===== src/rtl/core/cwd_pkg.sv =====
// ----------------------------------------------------------------------------
// cwd_pkg
// Shared types, codes and constants for the camera window, decimation and
// frame buffer pool block.
// ----------------------------------------------------------------------------
package cwd_pkg;

   // buffer pool geometry
   localparam int POOL_DEPTH = 4;
   localparam int BUF_W      = 2;
   localparam int CNT_W      = $clog2(POOL_DEPTH + 1);

   // field widths
   localparam int POS_W   = 10;
   localparam int END_W   = 11;
   localparam int PER_W   = 8;
   localparam int PIX_W   = 8;
   localparam int FNUM_W  = 16;
   localparam int CSR_A_W = 3;
   localparam int CSR_D_W = 11;
   localparam int REM_CNT_W = $clog2(FNUM_W + 1);

   // highest sensor row before the counter saturates
   localparam logic [POS_W-1:0] ROW_MAX = {POS_W{1'b1}};

   // register indexes
   localparam logic [CSR_A_W-1:0] REG_NATIVE_COLS  = 3'd0;
   localparam logic [CSR_A_W-1:0] REG_NATIVE_ROWS  = 3'd1;
   localparam logic [CSR_A_W-1:0] REG_START_COL    = 3'd2;
   localparam logic [CSR_A_W-1:0] REG_END_COL      = 3'd3;
   localparam logic [CSR_A_W-1:0] REG_COL_PERIOD   = 3'd4;
   localparam logic [CSR_A_W-1:0] REG_ROW_PERIOD   = 3'd5;
   localparam logic [CSR_A_W-1:0] REG_FRAME_PERIOD = 3'd6;

   // register reset values
   localparam logic [POS_W-1:0] RST_NATIVE_COLS  = 10'd160;
   localparam logic [POS_W-1:0] RST_NATIVE_ROWS  = 10'd120;
   localparam logic [POS_W-1:0] RST_START_COL    = 10'd20;
   localparam logic [END_W-1:0] RST_END_COL      = 11'd140;
   localparam logic [PER_W-1:0] RST_COL_PERIOD   = 8'd4;
   localparam logic [PER_W-1:0] RST_ROW_PERIOD   = 8'd4;
   localparam logic [PER_W-1:0] RST_FRAME_PERIOD = 8'd1;

   // request kinds
   typedef enum logic [1:0] {
      OP_FRAME_START = 2'd0,
      OP_PIXEL       = 2'd1,
      OP_RETURN      = 2'd2,
      OP_TAKE        = 2'd3
   } op_type;

   // phase recompute sequencer
   typedef enum logic [1:0] {
      RC_WAIT  = 2'd0,
      RC_RUN   = 2'd1,
      RC_READY = 2'd2
   } rc_state_type;

   // commands into the buffer pool
   typedef struct packed {
      logic              ret_valid;
      logic [BUF_W-1:0]  ret_buf;
      logic              take;
      logic              push;
      logic [BUF_W-1:0]  push_buf;
      logic [FNUM_W-1:0] push_num;
      logic              acquire;
   } pool_cmd_type;

   // answers from the buffer pool
   typedef struct packed {
      logic              acq_valid;
      logic [BUF_W-1:0]  acq_buf;
      logic              take_valid;
      logic [BUF_W-1:0]  take_buf;
      logic [FNUM_W-1:0] take_num;
      logic              frames_ready;
   } pool_rsp_type;

   // one result item
   typedef struct packed {
      logic              write_valid;
      logic [1:0]        write_buffer;
      logic [POS_W-1:0]  out_row;
      logic [POS_W-1:0]  out_col;
      logic [PIX_W-1:0]  pixel_out;
      logic              row_done;
      logic              frame_done;
      logic [FNUM_W-1:0] frame_number;
      logic              take_valid;
      logic [1:0]        take_buffer;
      logic              frames_ready;
   } rsp_type;

   // ring index: base plus offset, wrapped at the pool depth
   function automatic logic [BUF_W-1:0] ring_add(logic [BUF_W-1:0] base,
                                                 logic [CNT_W-1:0] ofs);
      logic [CNT_W:0] sum;
      sum = (CNT_W+1)'(base) + (CNT_W+1)'(ofs);
      if (sum >= (CNT_W+1)'(POOL_DEPTH)) begin
         sum = sum - (CNT_W+1)'(POOL_DEPTH);
      end
      return sum[BUF_W-1:0];
   endfunction

endpackage


===== src/rtl/core/cwd_rem.sv =====
// ----------------------------------------------------------------------------
// cwd_rem
// Iterative remainder unit: one restoring step per cycle over a 16-bit
// dividend and an 8-bit nonzero divisor.
// ----------------------------------------------------------------------------
module cwd_rem
   import cwd_pkg::*;
(
   input  logic              clock,
   input  logic              reset,
   input  logic              start,
   input  logic [FNUM_W-1:0] dividend,
   input  logic [PER_W-1:0]  divisor,
   output logic              busy,
   output logic [PER_W-1:0]  remainder
);

   logic [REM_CNT_W-1:0] cnt_ff;
   logic [FNUM_W-1:0]    dvd_ff;
   logic [PER_W-1:0]     div_ff;
   logic [PER_W-1:0]     rem_ff;
   logic [PER_W-1:0]     rem_in;
   logic [PER_W:0]       trial;

   // one shift-and-subtract step
   always_comb begin
      trial = {rem_ff, dvd_ff[FNUM_W-1]};
      if (trial >= {1'b0, div_ff}) begin
         trial = trial - {1'b0, div_ff};
      end
      rem_in = trial[PER_W-1:0];
   end

   // step counter
   always_ff @(posedge clock) begin
      if (reset) begin
         cnt_ff <= '0;
      end else if (start) begin
         cnt_ff <= REM_CNT_W'(FNUM_W);
      end else if (busy) begin
         cnt_ff <= cnt_ff - 1'b1;
      end
   end

   // operands and partial remainder
   always_ff @(posedge clock) begin
      if (start) begin
         dvd_ff <= dividend;
         div_ff <= divisor;
         rem_ff <= '0;
      end else if (busy) begin
         dvd_ff <= {dvd_ff[FNUM_W-2:0], 1'b0};
         rem_ff <= rem_in;
      end
   end

   assign busy      = (cnt_ff != '0);
   assign remainder = rem_ff;

endmodule


===== src/rtl/core/cwd_pool.sv =====
// ----------------------------------------------------------------------------
// cwd_pool
// Frame buffer pool: free queue, full frame queue and per-buffer frame
// numbers. Answers are combinational on the command; state moves at the edge.
// ----------------------------------------------------------------------------
module cwd_pool
   import cwd_pkg::*;
(
   input  logic         clock,
   input  logic         reset,
   input  pool_cmd_type cmd,
   output pool_rsp_type prsp
);

   logic [BUF_W-1:0]  free_q_ff [POOL_DEPTH];
   logic [BUF_W-1:0]  free_head_ff, free_head_in;
   logic [CNT_W-1:0]  free_cnt_ff, free_cnt_in;
   logic [BUF_W-1:0]  full_q_ff [POOL_DEPTH];
   logic [BUF_W-1:0]  full_head_ff, full_head_in;
   logic [CNT_W-1:0]  full_cnt_ff, full_cnt_in;
   logic [FNUM_W-1:0] bfn_ff [POOL_DEPTH];

   logic [BUF_W-1:0]  free_rd, full_rd;
   logic              free_has, ret_ok, push_ok, pop_free, pop_full, acq_full, take_ok;
   logic [CNT_W-1:0]  full_cnt_p;

   assign free_rd = free_q_ff[free_head_ff];
   assign full_rd = full_q_ff[full_head_ff];

   // queue decisions: a frame push lands before the acquire looks at the queue
   always_comb begin
      free_has   = (free_cnt_ff != '0);
      ret_ok     = cmd.ret_valid && (CNT_W'(cmd.ret_buf) < CNT_W'(POOL_DEPTH)) &&
                   (free_cnt_ff < CNT_W'(POOL_DEPTH));
      push_ok    = cmd.push && (full_cnt_ff < CNT_W'(POOL_DEPTH));
      full_cnt_p = full_cnt_ff + CNT_W'(push_ok);
      pop_free   = cmd.acquire && free_has;
      acq_full   = cmd.acquire && !free_has && (full_cnt_p != '0);
      take_ok    = cmd.take && (full_cnt_ff != '0);
      pop_full   = acq_full || take_ok;

      free_head_in = pop_free ? ring_add(free_head_ff, CNT_W'(1)) : free_head_ff;
      free_cnt_in  = free_cnt_ff + CNT_W'(ret_ok) - CNT_W'(pop_free);
      full_head_in = pop_full ? ring_add(full_head_ff, CNT_W'(1)) : full_head_ff;
      full_cnt_in  = full_cnt_p - CNT_W'(pop_full);

      prsp.acq_valid    = pop_free || acq_full;
      if (free_has) begin
         prsp.acq_buf = free_rd;
      end else if (full_cnt_ff == '0) begin
         prsp.acq_buf = cmd.push_buf;
      end else begin
         prsp.acq_buf = full_rd;
      end
      prsp.take_valid   = take_ok;
      prsp.take_buf     = take_ok ? full_rd : '0;
      prsp.take_num     = take_ok ? bfn_ff[full_rd] : '0;
      prsp.frames_ready = (full_cnt_in != '0);
   end

   // queue pointers, free queue preloaded with buffers 1 and up
   always_ff @(posedge clock) begin
      if (reset) begin
         free_head_ff <= '0;
         free_cnt_ff  <= CNT_W'(POOL_DEPTH - 1);
         full_head_ff <= '0;
         full_cnt_ff  <= '0;
         for (int i = 0; i < POOL_DEPTH; i++) begin
            free_q_ff[i] <= BUF_W'((i + 1) % POOL_DEPTH);
         end
      end else begin
         free_head_ff <= free_head_in;
         free_cnt_ff  <= free_cnt_in;
         full_head_ff <= full_head_in;
         full_cnt_ff  <= full_cnt_in;
         if (ret_ok) begin
            free_q_ff[ring_add(free_head_ff, free_cnt_ff)] <= cmd.ret_buf;
         end
      end
   end

   // full queue entries and frame numbers
   always_ff @(posedge clock) begin
      if (push_ok) begin
         full_q_ff[ring_add(full_head_ff, full_cnt_ff)] <= cmd.push_buf;
      end
      if (cmd.push) begin
         bfn_ff[cmd.push_buf] <= cmd.push_num;
      end
   end

endmodule


===== src/rtl/core/cwd_rsp_buf.sv =====
// ----------------------------------------------------------------------------
// cwd_rsp_buf
// Two-entry result buffer between the capture logic and the response channel.
// ----------------------------------------------------------------------------
module cwd_rsp_buf
   import cwd_pkg::*;
(
   input  logic    clock,
   input  logic    reset,
   input  logic    in_valid,
   output logic    in_ready,
   input  rsp_type in_data,
   output logic    out_valid,
   input  logic    out_ready,
   output rsp_type out_data
);

   rsp_type    slot0_ff, slot1_ff;
   logic [1:0] cnt_ff;
   logic       push, pop;

   assign in_ready  = (cnt_ff != 2'd2);
   assign out_valid = (cnt_ff != 2'd0);
   assign out_data  = slot0_ff;
   assign push      = in_valid && in_ready;
   assign pop       = out_valid && out_ready;

   // occupancy
   always_ff @(posedge clock) begin
      if (reset) begin
         cnt_ff <= 2'd0;
      end else begin
         cnt_ff <= cnt_ff + 2'(push) - 2'(pop);
      end
   end

   // slots
   always_ff @(posedge clock) begin
      if (pop) begin
         slot0_ff <= (push && cnt_ff == 2'd1) ? in_data : slot1_ff;
         if (push && cnt_ff == 2'd2) begin
            slot1_ff <= in_data;
         end
      end else if (push) begin
         if (cnt_ff == 2'd0) begin
            slot0_ff <= in_data;
         end else begin
            slot1_ff <= in_data;
         end
      end
   end

endmodule


===== src/rtl/core/camera_window_decimate_frame_pool.sv =====
// ----------------------------------------------------------------------------
// camera_window_decimate_frame_pool
// Sensor window crop and row/column/frame decimation with a frame buffer pool.
// ----------------------------------------------------------------------------
// Each taken request puts a result into a two-entry buffer that decouples the response
// side and offers it on rsp_tvalid. One request per cycle unless the buffer is full, a
// csr write is offered or a recompute runs; capture state and pool update as the
// request is taken. Reset and every csr write start a phase recompute in four parallel
// remainder units, with req_tready low until it ends (restarting on a further write).
// Reset is synchronous, active high; csr writes are always taken.
module camera_window_decimate_frame_pool
   import cwd_pkg::*;
(
   input  logic               clock,
   input  logic               reset,
   // request channel
   input  logic               req_tvalid,
   output logic               req_tready,
   input  logic [15:0]        req_tdata,   // pixel_value[7:0], return_buffer[9:8]
   input  logic [1:0]         req_tuser,   // operation[1:0]
   // result channel
   output logic               rsp_tvalid,
   input  logic               rsp_tready,
   output logic [55:0]        rsp_tdata,   // write_valid, write_buffer, out_row,
                                           // out_col, pixel_out, row_done,
                                           // frame_number, take_valid,
                                           // take_buffer, frames_ready
   output logic               rsp_tlast,   // frame_done
   // configuration write channel
   input  logic               csr_valid,
   output logic               csr_ready,
   input  logic [CSR_A_W-1:0] csr_index,
   input  logic [CSR_D_W-1:0] csr_data
);

   // configuration registers
   logic [POS_W-1:0] ncols_ff, nrows_ff, start_ff;
   logic [END_W-1:0] end_ff;
   logic [PER_W-1:0] cper_ff, rper_ff, fper_ff;

   // capture state
   logic              capture_ff, capture_in;
   logic [FNUM_W-1:0] fcount_ff, fcount_in;
   logic [POS_W-1:0]  srow_ff, srow_in, scol_ff, scol_in;
   logic [POS_W-1:0]  krow_ff, krow_in, kcol_ff, kcol_in;
   logic [BUF_W-1:0]  cbuf_ff, cbuf_in;
   logic              cvalid_ff, cvalid_in;
   logic [PER_W-1:0]  rphase_ff, rphase_in, cphase_ff, cphase_in, fphase_ff, fphase_in;
   logic [PER_W-1:0]  evoff_ff;

   // recompute sequencer
   rc_state_type rc_state_ff, rc_state_in;
   logic         rc_start, rc_load, rc_ready;
   logic [3:0]   rem_busy;
   logic [PER_W-1:0] rem_row, rem_col, rem_frame, rem_ev;

   // derived configuration
   logic [POS_W-1:0] nc, nr, evcol, col_rel, ev_span;
   logic [PER_W-1:0] cp, rp, fp;
   logic [END_W-1:0] ec0, ec;
   logic             has_win;

   logic         req_fire, csr_fire, buf_ready;
   op_type       op;
   pool_cmd_type cmd;
   pool_rsp_type prsp;
   rsp_type      rsp_in, rsp_out;

   // zero sizes and periods act as one; window clipped to the row
   always_comb begin
      nc      = (ncols_ff == '0) ? POS_W'(1) : ncols_ff;
      nr      = (nrows_ff == '0) ? POS_W'(1) : nrows_ff;
      cp      = (cper_ff == '0) ? PER_W'(1) : cper_ff;
      rp      = (rper_ff == '0) ? PER_W'(1) : rper_ff;
      fp      = (fper_ff == '0) ? PER_W'(1) : fper_ff;
      ec0     = (end_ff != '0) ? end_ff - 1'b1 : '0;
      ec      = (ec0 > {1'b0, nc}) ? {1'b0, nc} : ec0;
      has_win = (ec > {1'b0, start_ff});
      ev_span = has_win ? POS_W'(ec - 1'b1 - {1'b0, start_ff}) : '0;
      evcol   = has_win ? POS_W'(ec - 1'b1 - END_W'(evoff_ff)) : nc - 1'b1;
      col_rel = (scol_ff >= start_ff) ? scol_ff - start_ff : '0;
   end

   // handshakes
   assign csr_ready = 1'b1;
   assign csr_fire  = csr_valid;
   assign req_tready = rc_ready && buf_ready && !csr_valid;
   assign req_fire  = req_tvalid && req_tready;
   assign op        = op_type'(req_tuser);

   // configuration writes
   always_ff @(posedge clock) begin
      if (reset) begin
         ncols_ff <= RST_NATIVE_COLS;
         nrows_ff <= RST_NATIVE_ROWS;
         start_ff <= RST_START_COL;
         end_ff   <= RST_END_COL;
         cper_ff  <= RST_COL_PERIOD;
         rper_ff  <= RST_ROW_PERIOD;
         fper_ff  <= RST_FRAME_PERIOD;
      end else if (csr_fire) begin
         case (csr_index)
            REG_NATIVE_COLS:  ncols_ff <= csr_data[POS_W-1:0];
            REG_NATIVE_ROWS:  nrows_ff <= csr_data[POS_W-1:0];
            REG_START_COL:    start_ff <= csr_data[POS_W-1:0];
            REG_END_COL:      end_ff   <= csr_data[END_W-1:0];
            REG_COL_PERIOD:   cper_ff  <= csr_data[PER_W-1:0];
            REG_ROW_PERIOD:   rper_ff  <= csr_data[PER_W-1:0];
            REG_FRAME_PERIOD: fper_ff  <= csr_data[PER_W-1:0];
            default: ;
         endcase
      end
   end

   // recompute sequencer: next state
   always_comb begin
      rc_state_in = rc_state_ff;
      case (rc_state_ff)
         RC_WAIT:  rc_state_in = csr_fire ? RC_WAIT : RC_RUN;
         RC_RUN: begin
            if (csr_fire) begin
               rc_state_in = RC_WAIT;
            end else if (rem_busy == '0) begin
               rc_state_in = RC_READY;
            end
         end
         RC_READY: rc_state_in = csr_fire ? RC_WAIT : RC_READY;
         default:  rc_state_in = RC_WAIT;
      endcase
   end

   // recompute sequencer: outputs
   always_comb begin
      rc_start = 1'b0;
      rc_load  = 1'b0;
      rc_ready = 1'b0;
      case (rc_state_ff)
         RC_WAIT:  rc_start = 1'b1;
         RC_RUN:   rc_load  = (rem_busy == '0) && !csr_fire;
         RC_READY: rc_ready = 1'b1;
         default: ;
      endcase
   end

   always_ff @(posedge clock) begin
      if (reset) begin
         rc_state_ff <= RC_WAIT;
      end else begin
         rc_state_ff <= rc_state_in;
      end
   end

   // phase remainders: row, column, frame and window end offset
   cwd_rem u_rem_row (
      .clock(clock), .reset(reset), .start(rc_start),
      .dividend(FNUM_W'(srow_ff)), .divisor(rp),
      .busy(rem_busy[0]), .remainder(rem_row)
   );
   cwd_rem u_rem_col (
      .clock(clock), .reset(reset), .start(rc_start),
      .dividend(FNUM_W'(col_rel)), .divisor(cp),
      .busy(rem_busy[1]), .remainder(rem_col)
   );
   cwd_rem u_rem_frame (
      .clock(clock), .reset(reset), .start(rc_start),
      .dividend(fcount_ff), .divisor(fp),
      .busy(rem_busy[2]), .remainder(rem_frame)
   );
   cwd_rem u_rem_ev (
      .clock(clock), .reset(reset), .start(rc_start),
      .dividend(FNUM_W'(ev_span)), .divisor(cp),
      .busy(rem_busy[3]), .remainder(rem_ev)
   );

   // request processing
   always_comb begin
      logic [END_W-1:0] scol_inc;
      logic             wrap, row_kept, keep, row_event, last_row;
      logic [PER_W-1:0] rph_inc, cph_inc, fph_inc;

      capture_in = capture_ff;
      fcount_in  = fcount_ff;
      srow_in    = srow_ff;
      scol_in    = scol_ff;
      krow_in    = krow_ff;
      kcol_in    = kcol_ff;
      cbuf_in    = cbuf_ff;
      cvalid_in  = cvalid_ff;
      rphase_in  = rphase_ff;
      cphase_in  = cphase_ff;
      fphase_in  = fphase_ff;
      cmd        = '0;
      rsp_in     = '0;

      rph_inc   = rphase_ff + 1'b1;
      cph_inc   = cphase_ff + 1'b1;
      fph_inc   = fphase_ff + 1'b1;
      scol_inc  = {1'b0, scol_ff} + 1'b1;
      wrap      = (scol_inc >= {1'b0, nc});
      row_kept  = capture_ff && (srow_ff < nr) && (rphase_ff == '0);
      keep      = row_kept && has_win && (scol_ff >= start_ff) &&
                  ({1'b0, scol_ff} < ec) && (cphase_ff == '0);
      row_event = row_kept && (scol_ff == evcol);
      last_row  = ({1'b0, srow_ff} + END_W'(rp)) >= {1'b0, nr};

      if (req_fire) begin
         case (op)
            OP_FRAME_START: begin
               fcount_in = fcount_ff + 1'b1;
               fphase_in = ((fcount_ff == '1) || (fph_inc == fp)) ? '0 : fph_inc;
               capture_in = (fphase_in == '0);
               srow_in   = '0;
               scol_in   = '0;
               krow_in   = '0;
               kcol_in   = '0;
               rphase_in = '0;
               cphase_in = '0;
               // retry buffer acquisition
               if (!cvalid_ff) begin
                  cmd.acquire = 1'b1;
                  cvalid_in   = prsp.acq_valid;
                  if (prsp.acq_valid) begin
                     cbuf_in = prsp.acq_buf;
                  end
               end
            end
            OP_PIXEL: begin
               // pixel write
               if (keep) begin
                  if (cvalid_ff) begin
                     rsp_in.write_valid  = 1'b1;
                     rsp_in.write_buffer = 2'(cbuf_ff);
                     rsp_in.out_row      = krow_ff;
                     rsp_in.out_col      = kcol_ff;
                     rsp_in.pixel_out    = req_tdata[PIX_W-1:0];
                  end
                  kcol_in = kcol_ff + 1'b1;
               end
               // end of a kept row or of the frame
               if (row_event) begin
                  if (last_row) begin
                     rsp_in.frame_done   = 1'b1;
                     rsp_in.frame_number = fcount_ff;
                     if (cvalid_ff) begin
                        cmd.push     = 1'b1;
                        cmd.push_buf = cbuf_ff;
                        cmd.push_num = fcount_ff;
                        cmd.acquire  = 1'b1;
                        cvalid_in    = prsp.acq_valid;
                        if (prsp.acq_valid) begin
                           cbuf_in = prsp.acq_buf;
                        end
                     end
                     krow_in    = '0;
                     capture_in = 1'b0;
                  end else begin
                     rsp_in.row_done = 1'b1;
                     krow_in = krow_ff + 1'b1;
                  end
                  kcol_in = '0;
               end
               // sensor position and phases
               if (wrap) begin
                  scol_in = '0;
                  if (srow_ff < ROW_MAX) begin
                     srow_in   = srow_ff + 1'b1;
                     rphase_in = (rph_inc == rp) ? '0 : rph_inc;
                  end
               end else begin
                  scol_in = scol_inc[POS_W-1:0];
               end
               if (scol_in == start_ff) begin
                  cphase_in = '0;
               end else if ((scol_ff >= start_ff) && !wrap) begin
                  cphase_in = (cph_inc == cp) ? '0 : cph_inc;
               end
            end
            OP_RETURN: begin
               cmd.ret_valid = 1'b1;
               cmd.ret_buf   = req_tdata[PIX_W +: BUF_W];
            end
            OP_TAKE: begin
               cmd.take = 1'b1;
               rsp_in.take_valid   = prsp.take_valid;
               rsp_in.take_buffer  = 2'(prsp.take_buf);
               rsp_in.frame_number = prsp.take_num;
            end
            default: ;
         endcase
      end
      rsp_in.frames_ready = prsp.frames_ready;
   end

   // capture state registers
   always_ff @(posedge clock) begin
      if (reset) begin
         capture_ff <= 1'b0;
         fcount_ff  <= '1;
         srow_ff    <= '0;
         scol_ff    <= '0;
         krow_ff    <= '0;
         kcol_ff    <= '0;
         cbuf_ff    <= '0;
         cvalid_ff  <= 1'b1;
         rphase_ff  <= '0;
         cphase_ff  <= '0;
         fphase_ff  <= '0;
         evoff_ff   <= '0;
      end else if (rc_load) begin
         rphase_ff <= rem_row;
         cphase_ff <= rem_col;
         fphase_ff <= rem_frame;
         evoff_ff  <= rem_ev;
      end else if (req_fire) begin
         capture_ff <= capture_in;
         fcount_ff  <= fcount_in;
         srow_ff    <= srow_in;
         scol_ff    <= scol_in;
         krow_ff    <= krow_in;
         kcol_ff    <= kcol_in;
         cbuf_ff    <= cbuf_in;
         cvalid_ff  <= cvalid_in;
         rphase_ff  <= rphase_in;
         cphase_ff  <= cphase_in;
         fphase_ff  <= fphase_in;
      end
   end

   cwd_pool u_pool (
      .clock(clock),
      .reset(reset),
      .cmd  (cmd),
      .prsp (prsp)
   );

   cwd_rsp_buf u_rsp_buf (
      .clock    (clock),
      .reset    (reset),
      .in_valid (req_fire),
      .in_ready (buf_ready),
      .in_data  (rsp_in),
      .out_valid(rsp_tvalid),
      .out_ready(rsp_tready),
      .out_data (rsp_out)
   );

   // result packing
   assign rsp_tdata = {4'b0, rsp_out.frames_ready, rsp_out.take_buffer,
                       rsp_out.take_valid, rsp_out.frame_number, rsp_out.row_done,
                       rsp_out.pixel_out, rsp_out.out_col, rsp_out.out_row,
                       rsp_out.write_buffer, rsp_out.write_valid};
   assign rsp_tlast = rsp_out.frame_done;

endmodule


===== config.mk =====
export PLATFORM = sky130hd
export DESIGN_NAME = camera_window_decimate_frame_pool
export DESIGN_NICKNAME = d
export VERILOG_FILES = /design/src/rtl/core/cwd_pkg.sv /design/src/rtl/core/cwd_rem.sv /design/src/rtl/core/cwd_pool.sv /design/src/rtl/core/cwd_rsp_buf.sv /design/src/rtl/core/camera_window_decimate_frame_pool.sv
export SDC_FILE = /design/constraint.sdc
export NUM_CORES = 1
export LEC_CHECK = 0
export ABC_AREA = 1
export ABC_CLOCK_PERIOD_IN_PS = 8100
export BUFFER_PORTS_ARGS = -buffer_cell sky130_fd_sc_hd__buf_4
export CAP_MARGIN = 30
export CORE_MARGIN = 3
export CORE_UTILIZATION = 60
export CTS_BUF_LIST = sky130_fd_sc_hd__clkbuf_4 sky130_fd_sc_hd__clkbuf_8
export DETAILED_ROUTE_END_ITERATION = 8
export PLACE_DENSITY = 0.78
export SYNTH_ARGS = -nofsm -noshare
export SYNTH_HDL_FRONTEND = slang
export SYNTH_SLANG_ARGS = --single-unit

===== constraint.sdc =====
create_clock -name clock -period 8.1 [get_ports clock]
set_input_delay 1.62 -clock clock [delete_from_list [all_inputs] [get_ports clock]]
set_output_delay 1.62 -clock clock [all_outputs]
set_load 0.03 [all_outputs]

* Word level (Yosys, flattened, before mapping)
Memory sizes are Yosys's and may differ from the RTL's. A register that Yosys moved wholly into a read port is not among the register bits. Cells that the tools add are included.
Word-level totals: register bits 417, bits in writable memories 80, output and inout bits 60, logic and storage cells 378, memories 3
Memory list:
- u_pool.bfn_ff | words 4, bits a word 16, read ports 1, clocked after Yosys merged registers in 0, wr ports 1, RTL line cwd_pool.sv:21 | logic [FNUM_W-1:0] bfn_ff [POOL_DEPTH];
- u_pool.free_q_ff | words 4, bits a word 2, read ports 1, clocked after Yosys merged registers in 1, wr ports 4, RTL line cwd_pool.sv:15 | logic [BUF_W-1:0] free_q_ff [POOL_DEPTH];
- u_pool.full_q_ff | words 4, bits a word 2, read ports 1, clocked after Yosys merged registers in 1, wr ports 1, RTL line cwd_pool.sv:18 | logic [BUF_W-1:0] full_q_ff [POOL_DEPTH];
Operators by class: $add $sub $neg 37, magnitude comparators 18, equality and inequality tests 33, multiplexer cells 134, bitwise gates (word level) 1, reductions and logical operators 83
Operator list (count):
- 53-bit two-way mux | 8
- 10-bit two-way mux | 20
- 8-bit two-way mux | 21
- 10-bit case mux with 2 select lines | 4
- 31-bit two-way mux | 2
- 20-bit two-way mux | 3
- 52-bit two-way mux | 1
- 8-bit zero test | 6
- 16-bit two-way mux | 3
- 2-bit two-way mux | 24
- 5-bit two-way mux | 8
- 9-bit by 8-bit greater-or-equal comparator with 1-bit output | 4
- 33-bit two-way mux | 1
- 16-bit case mux with 2 select lines | 1
- 8-bit case mux with 2 select lines | 2
- 8-bit subtractor | 4
- 10-bit by 1-bit adder with 10-bit output (second input constant) | 3
- 8-bit by 1-bit adder with 8-bit output (second input constant) | 3
- 8-bit equality test | 3
- 24-bit two-way mux | 1
- 1-bit two-way mux | 23
- 11-bit by 10-bit greater-or-equal comparator with 1-bit output | 2
- 11-bit by 10-bit > comparator with 1-bit output | 2
- 1-bit logical AND | 22
- 58 further kinds | 135

* Logic depth before layout (Yosys ltp)
depth after elaboration 22, mapped depth 57

* Modules after synthesis
Synthesis repeated with hierarchy kept, for this count alone.
Second synthesis, totals: cell total of the unflattened synthesis 3649, area total of the unflattened synthesis 29390.7 µm²
Modules (own cells, without submodules):
- camera_window_decimate_frame_pool | instances 1, cells an instance 2007, area an instance 12942.4 µm², sequential area each 3183.1 µm²
- cwd_rem (u_rem_col ...) | instances 3, cells an instance 235, area an instance 2034.5 µm², sequential area each 980.9 µm²
- cwd_pool | instances 1, cells an instance 400, area an instance 4240.3 µm², sequential area each 2682.6 µm²
- cwd_rsp_buf | instances 1, cells an instance 304, area an instance 4116.4 µm², sequential area each 3223.1 µm²
- cwd_rem (u_rem_row) | instances 1, cells an instance 233, area an instance 1988.2 µm², sequential area each 980.9 µm²

* Worst setup path after synthesis
Ideal clock, no wire load.
kind register to register, start point register end_ff[0], end point register u_rsp_buf.slot0_ff (netlist bit u_rsp_buf.out_data[0]), data pin, library setup time 0.253 ns, arrival time 6.754 ns, required time 7.847 ns, setup slack 1.093 ns, cell stages (with the launch flop) 55, buffers on the path 1, period minus slack after synthesis 7.007 ns, cells stage by stage dfxtp_1 -> inv_1 -> ha_1 -> nand2_2 -> nor2_4 -> nand2_2 -> nor2_2 -> or2_2 -> inv_1 -> ha_1 -> nand2_1 -> nor2_1 -> nand2_1 -> a21oi_1 -> nand2_1 -> nand2_2 -> nand2_4 -> buf_6 -> (+19 left out) -> nand4_1 -> nor2_2 -> nand2_1 -> nor2_1 -> ha_1 -> ha_1 -> xnor2_1 -> nand3_1 -> nand2_1 -> inv_1 -> nand3_1 -> nand2_1 -> ha_1 -> ha_1 -> xor2_1 -> nand3_1 -> nand2_1 -> nand2_1
RTL lines:
- start: declaration | RTL line camera_window_decimate_frame_pool.sv:38 | logic [END_W-1:0] end_ff;
- start signal: assignment | RTL line camera_window_decimate_frame_pool.sv:106 | REG_END_COL: end_ff <= csr_data[END_W-1:0];
- end signal: assignment | RTL line cwd_rsp_buf.sv:40 | slot0_ff <= (push && cnt_ff == 2'd1) ? in_data : slot1_ff;
- end signal: assignment | RTL line cwd_rsp_buf.sv:46 | slot0_ff <= in_data;
- end: declaration | RTL line cwd_rsp_buf.sv:18 | rsp_type slot0_ff, slot1_ff;

==> results.json <==
{
  "status": "finished, final reports clean",
  "period_needed_ns": 7.59,
  "final_common_cell": "nand2_1",
  "grt_pass1_vias": 21700,
  "p_leak_nw": 12.8,
  "whs_endpoint": "u_rem_row.cnt_ff[3]$_SDFFE_PP0P_",
  "grt_use_total_pct": 28.1,
  "synth-seq-area-share_pct": 47.3,
  "max_freq_ghz": 0.132,
  "syn_area_mm2": 0.0266,
  "num_vias": 22100,
  "hold_class": "reg2reg",
  "synthSimpleGateAreaFrac_pct": 18.5,
  "syn_to_final_growth_pct": 11.6,
  "worstPathArrival_ns": 8.01,
  "cts_sinks": 501,
  "muxShareOfSynthArea_pct": 0.0846,
  "final_cell_mix": "nand2_1, inv_1, nor2_1",
  "synth-xor-area-share_pct": 4.54,
  "r2r_start": "end_ff[0]$_SDFFE_PP0P_",
  "worst-r2r-cell-count": 55,
  "final_util_pct": 68.4,
  "reg2reg_setup_slack_ns": 0.51,
  "final_cells": 3920,
  "r2r-end": "u_rsp_buf.out_data[0]$_DFFE_PP_",
  "relSlewSlack_pct": 33.1,
  "remaining_drc_errors": 0,
  "start_util_pct": 61.3,
  "final-setup-viol-count": 0,
  "finalCritPeriodShare_pct": 93.7,
  "antenna_found_initial": 1,
  "synth-main-ff-cell": "edfxtp_1",
  "wirelength_mm": 66.5,
  "postRouteAntennaNets": 0,
  "io_pins": 97,
  "place_area_mm2": 0.0278,
  "ys.warnings.count": 0,
  "max_slew.worst_pin.slew_ns": 0.995,
  "cpMostUsedCell": "nand2_1",
  "dp_hpwl_mm": 47.1,
  "peakVddDrop_mv": 0.182,
  "slowest_delay_ns": 0.30,
  "hold_path_depth": 1,
  "synth-seq-cells": 501,
  "hold_path.startpoint": "u_rem_row.cnt_ff[3]$_SDFFE_PP0P_",
  "h-tree-depth": 3,
  "die-area_mm2": 0.0470,
  "grt_pass1_wl_mm": 107,
  "synth_compound_area_share_pct": 13.6,
  "synth_top_family_by_area": "simple AND/OR/NAND/NOR gates",
  "finClkSkew_ns": 0.0384,
  "port_buffers": 85,
  "drv_cap": 0,
  "synth_adder_area_share_pct": 8.19,
  "syn_avg_cell_area_um2": 8.42,
  "drv_slew": 0,
  "dieWidth_um": 217,
  "die_h_um": 217,
  "drive_above_1_share_pct": 10.2,
  "core_area_mm2": 0.0435,
  "hold_viol": 0,
  "path_clk_slew_ns": 0.06,
  "synth.distinct_cells": 65,
  "design_area_mm2": 0.0297,
  "crit_slowest_cell": "dfxtp_1",
  "clock_latency_ns": 0.69,
  "routabilityCongestion": 0.951,
  "syn_inst": 3163,
  "cts_buffers": 81,
  "tritoncts": "yes",
  "holdWs_ns": 0.460,
  "first_pass_iters": 5,
  "criticalPathCategory": "reg2reg",
  "critPathBufInv": 5,
  "rows": 76,
  "critPathLaunchType": "flop",
  "place_inst": 3761,
  "cts-root-buf": "clkbuf_8",
  "wl_per_cell_um": 17.0,
  "vias_per_cell": 5.64,
  "cp.required_ns": 8.52,
  "synth_edf_count": 256,
  "gr-total-overflow": 0,
  "async_flop_share_pct": 0,
  "grt_max_degree": 66,
  "endpoint_kind": "flop",
  "power.density_mw_per_mm2": 231,
  "setup_tns_ns": 0,
  "final_nets": 3475,
  "cts_buffer_depth": 3,
  "path_delay_family": "simple AND/OR/NAND/NOR gates",
  "worst-path-max-fanout": 12,
  "first_iter_violations": 1681,
  "cts_hold_buffers": 0
}
## flip-flops by register name, summed over array words and instances, names as in the netlist, 10 cells and up, named ones only
name	cells
end_ff	11
fcount_ff	16
kcol_ff	10
krow_ff	10
ncols_ff	10
nrows_ff	10
scol_ff	10
srow_ff	10
start_ff	10
u_pool.bfn_ff	64
u_rem_col.dvd_ff	16
u_rem_ev.dvd_ff	16
u_rem_frame.dvd_ff	16
u_rem_row.dvd_ff	16
u_rsp_buf.out_data	53
u_rsp_buf.slot1_ff	53
## final cells by class
class,count,area (µm²)
repair buffers,123,928
inverters,433,1630
fillers,3505,13700
diodes,1,2.50
flip-flops and latches,501,12600
multi-input cells,2129,12200
clock buffers,126,1500
clock inverters,22,176
well taps,585,732
## repair_timing
| action | in CTS | in global routing |
|---|---|---|
| gates resized for setup | 1 | 34 |
| pin swaps | 1 | 12 |
| setup buffers | 1 | 9 |
| endpoints found under the setup margin | 2 | 10 |
## how the worst max path moves through the flow
stage                            from                               to  slack (ns)  depth (start not counted)
6_report       end_ff[0]$_SDFFE_PP0P_  u_rsp_buf.out_data[0]$_DFFE_PP_        0.51                         55
5_1_grt        end_ff[1]$_SDFFE_PP0P_  u_rsp_buf.out_data[0]$_DFFE_PP_       -0.05                         55
4_1_cts        end_ff[0]$_SDFFE_PP0P_  u_rsp_buf.out_data[0]$_DFFE_PP_        0.01                         53
3_5_place_dp   end_ff[0]$_SDFFE_PP0P_  u_rsp_buf.out_data[0]$_DFFE_PP_        -0.1                         53
3_3_place_gp   end_ff[0]$_SDFFE_PP0P_  u_rsp_buf.out_data[0]$_DFFE_PP_        0.19                         54
2_1_floorplan  end_ff[0]$_SDFFE_PP0P_  u_rsp_buf.out_data[0]$_DFFE_PP_        1.09                         54
## power by group
group	internal (mW)	total (mW)	switching, mW
sequential	2.90	3.01	0.109
clock	1.23	2.26	1.03
combinational	0.538	1.60	1.06
## metal layers
layer | up-vias | share of wire (%) | global-route usage, %
li1 | 10800 | - | -
met1 | 10400 | 41 | 35.4
met4 | 0 | 4.3 | 12.9
met3 | 174 | 6.2 | 4.44
met2 | 761 | 48 | 47.8
met5 | - | 0 | 0
## synth_stat cells, types with 8 or more instances
master / instances / area (µm²)
edfxtp_1: 256 / 7690
nand2_1: 581 / 2180
clkbuf_1: 83 / 312
a21oi_1: 231 / 1160
a31oi_1: 16 / 100
a22o_1: 8 / 70.1
dfxtp_1: 245 / 4900
o211ai_1: 28 / 210
a211oi_1: 15 / 113
nand3b_1: 8 / 60.1
o22ai_1: 25 / 156
o31ai_1: 10 / 75.1
nand2_2: 15 / 93.8
nor2_1: 343 / 1290
clkinv_1: 10 / 37.5
inv_1: 416 / 1560
fa_1: 9 / 180
nand4_1: 33 / 206
nor4_1: 16 / 100
nor3_1: 51 / 255
xor2_1: 105 / 920
o21ai_1: 8 / 40.0
xnor2_1: 33 / 289
ha_1: 160 / 2000
nand3_1: 91 / 455
o21ai_0: 244 / 1220
## cell families (layout without fill, tap and decap cells)
family | count (synthesis) | in the layout
muxes | 2 | 2
DFF | 501 | 501
other | 2 | 6
xor gates and xnor gates | 138 | 138
buffers and inverters | 536 | 704
AOI/OAI and AO/OA | 640 | 640
and+or+nand+nor | 1175 | 1175
adders and majority gates | 169 | 169
## through the flow
step | setup WS, ns | power [mW]
floorplan | 1.09 | 4.19
global placement | 0.188 | 4.55
detailed placement | -0.0957 | 4.60
CTS | 0.0122 | 6.86
global route | -0.0495 | 7.23
finish | 0.509 | 6.87
Power figures use the tool's default switching activity.
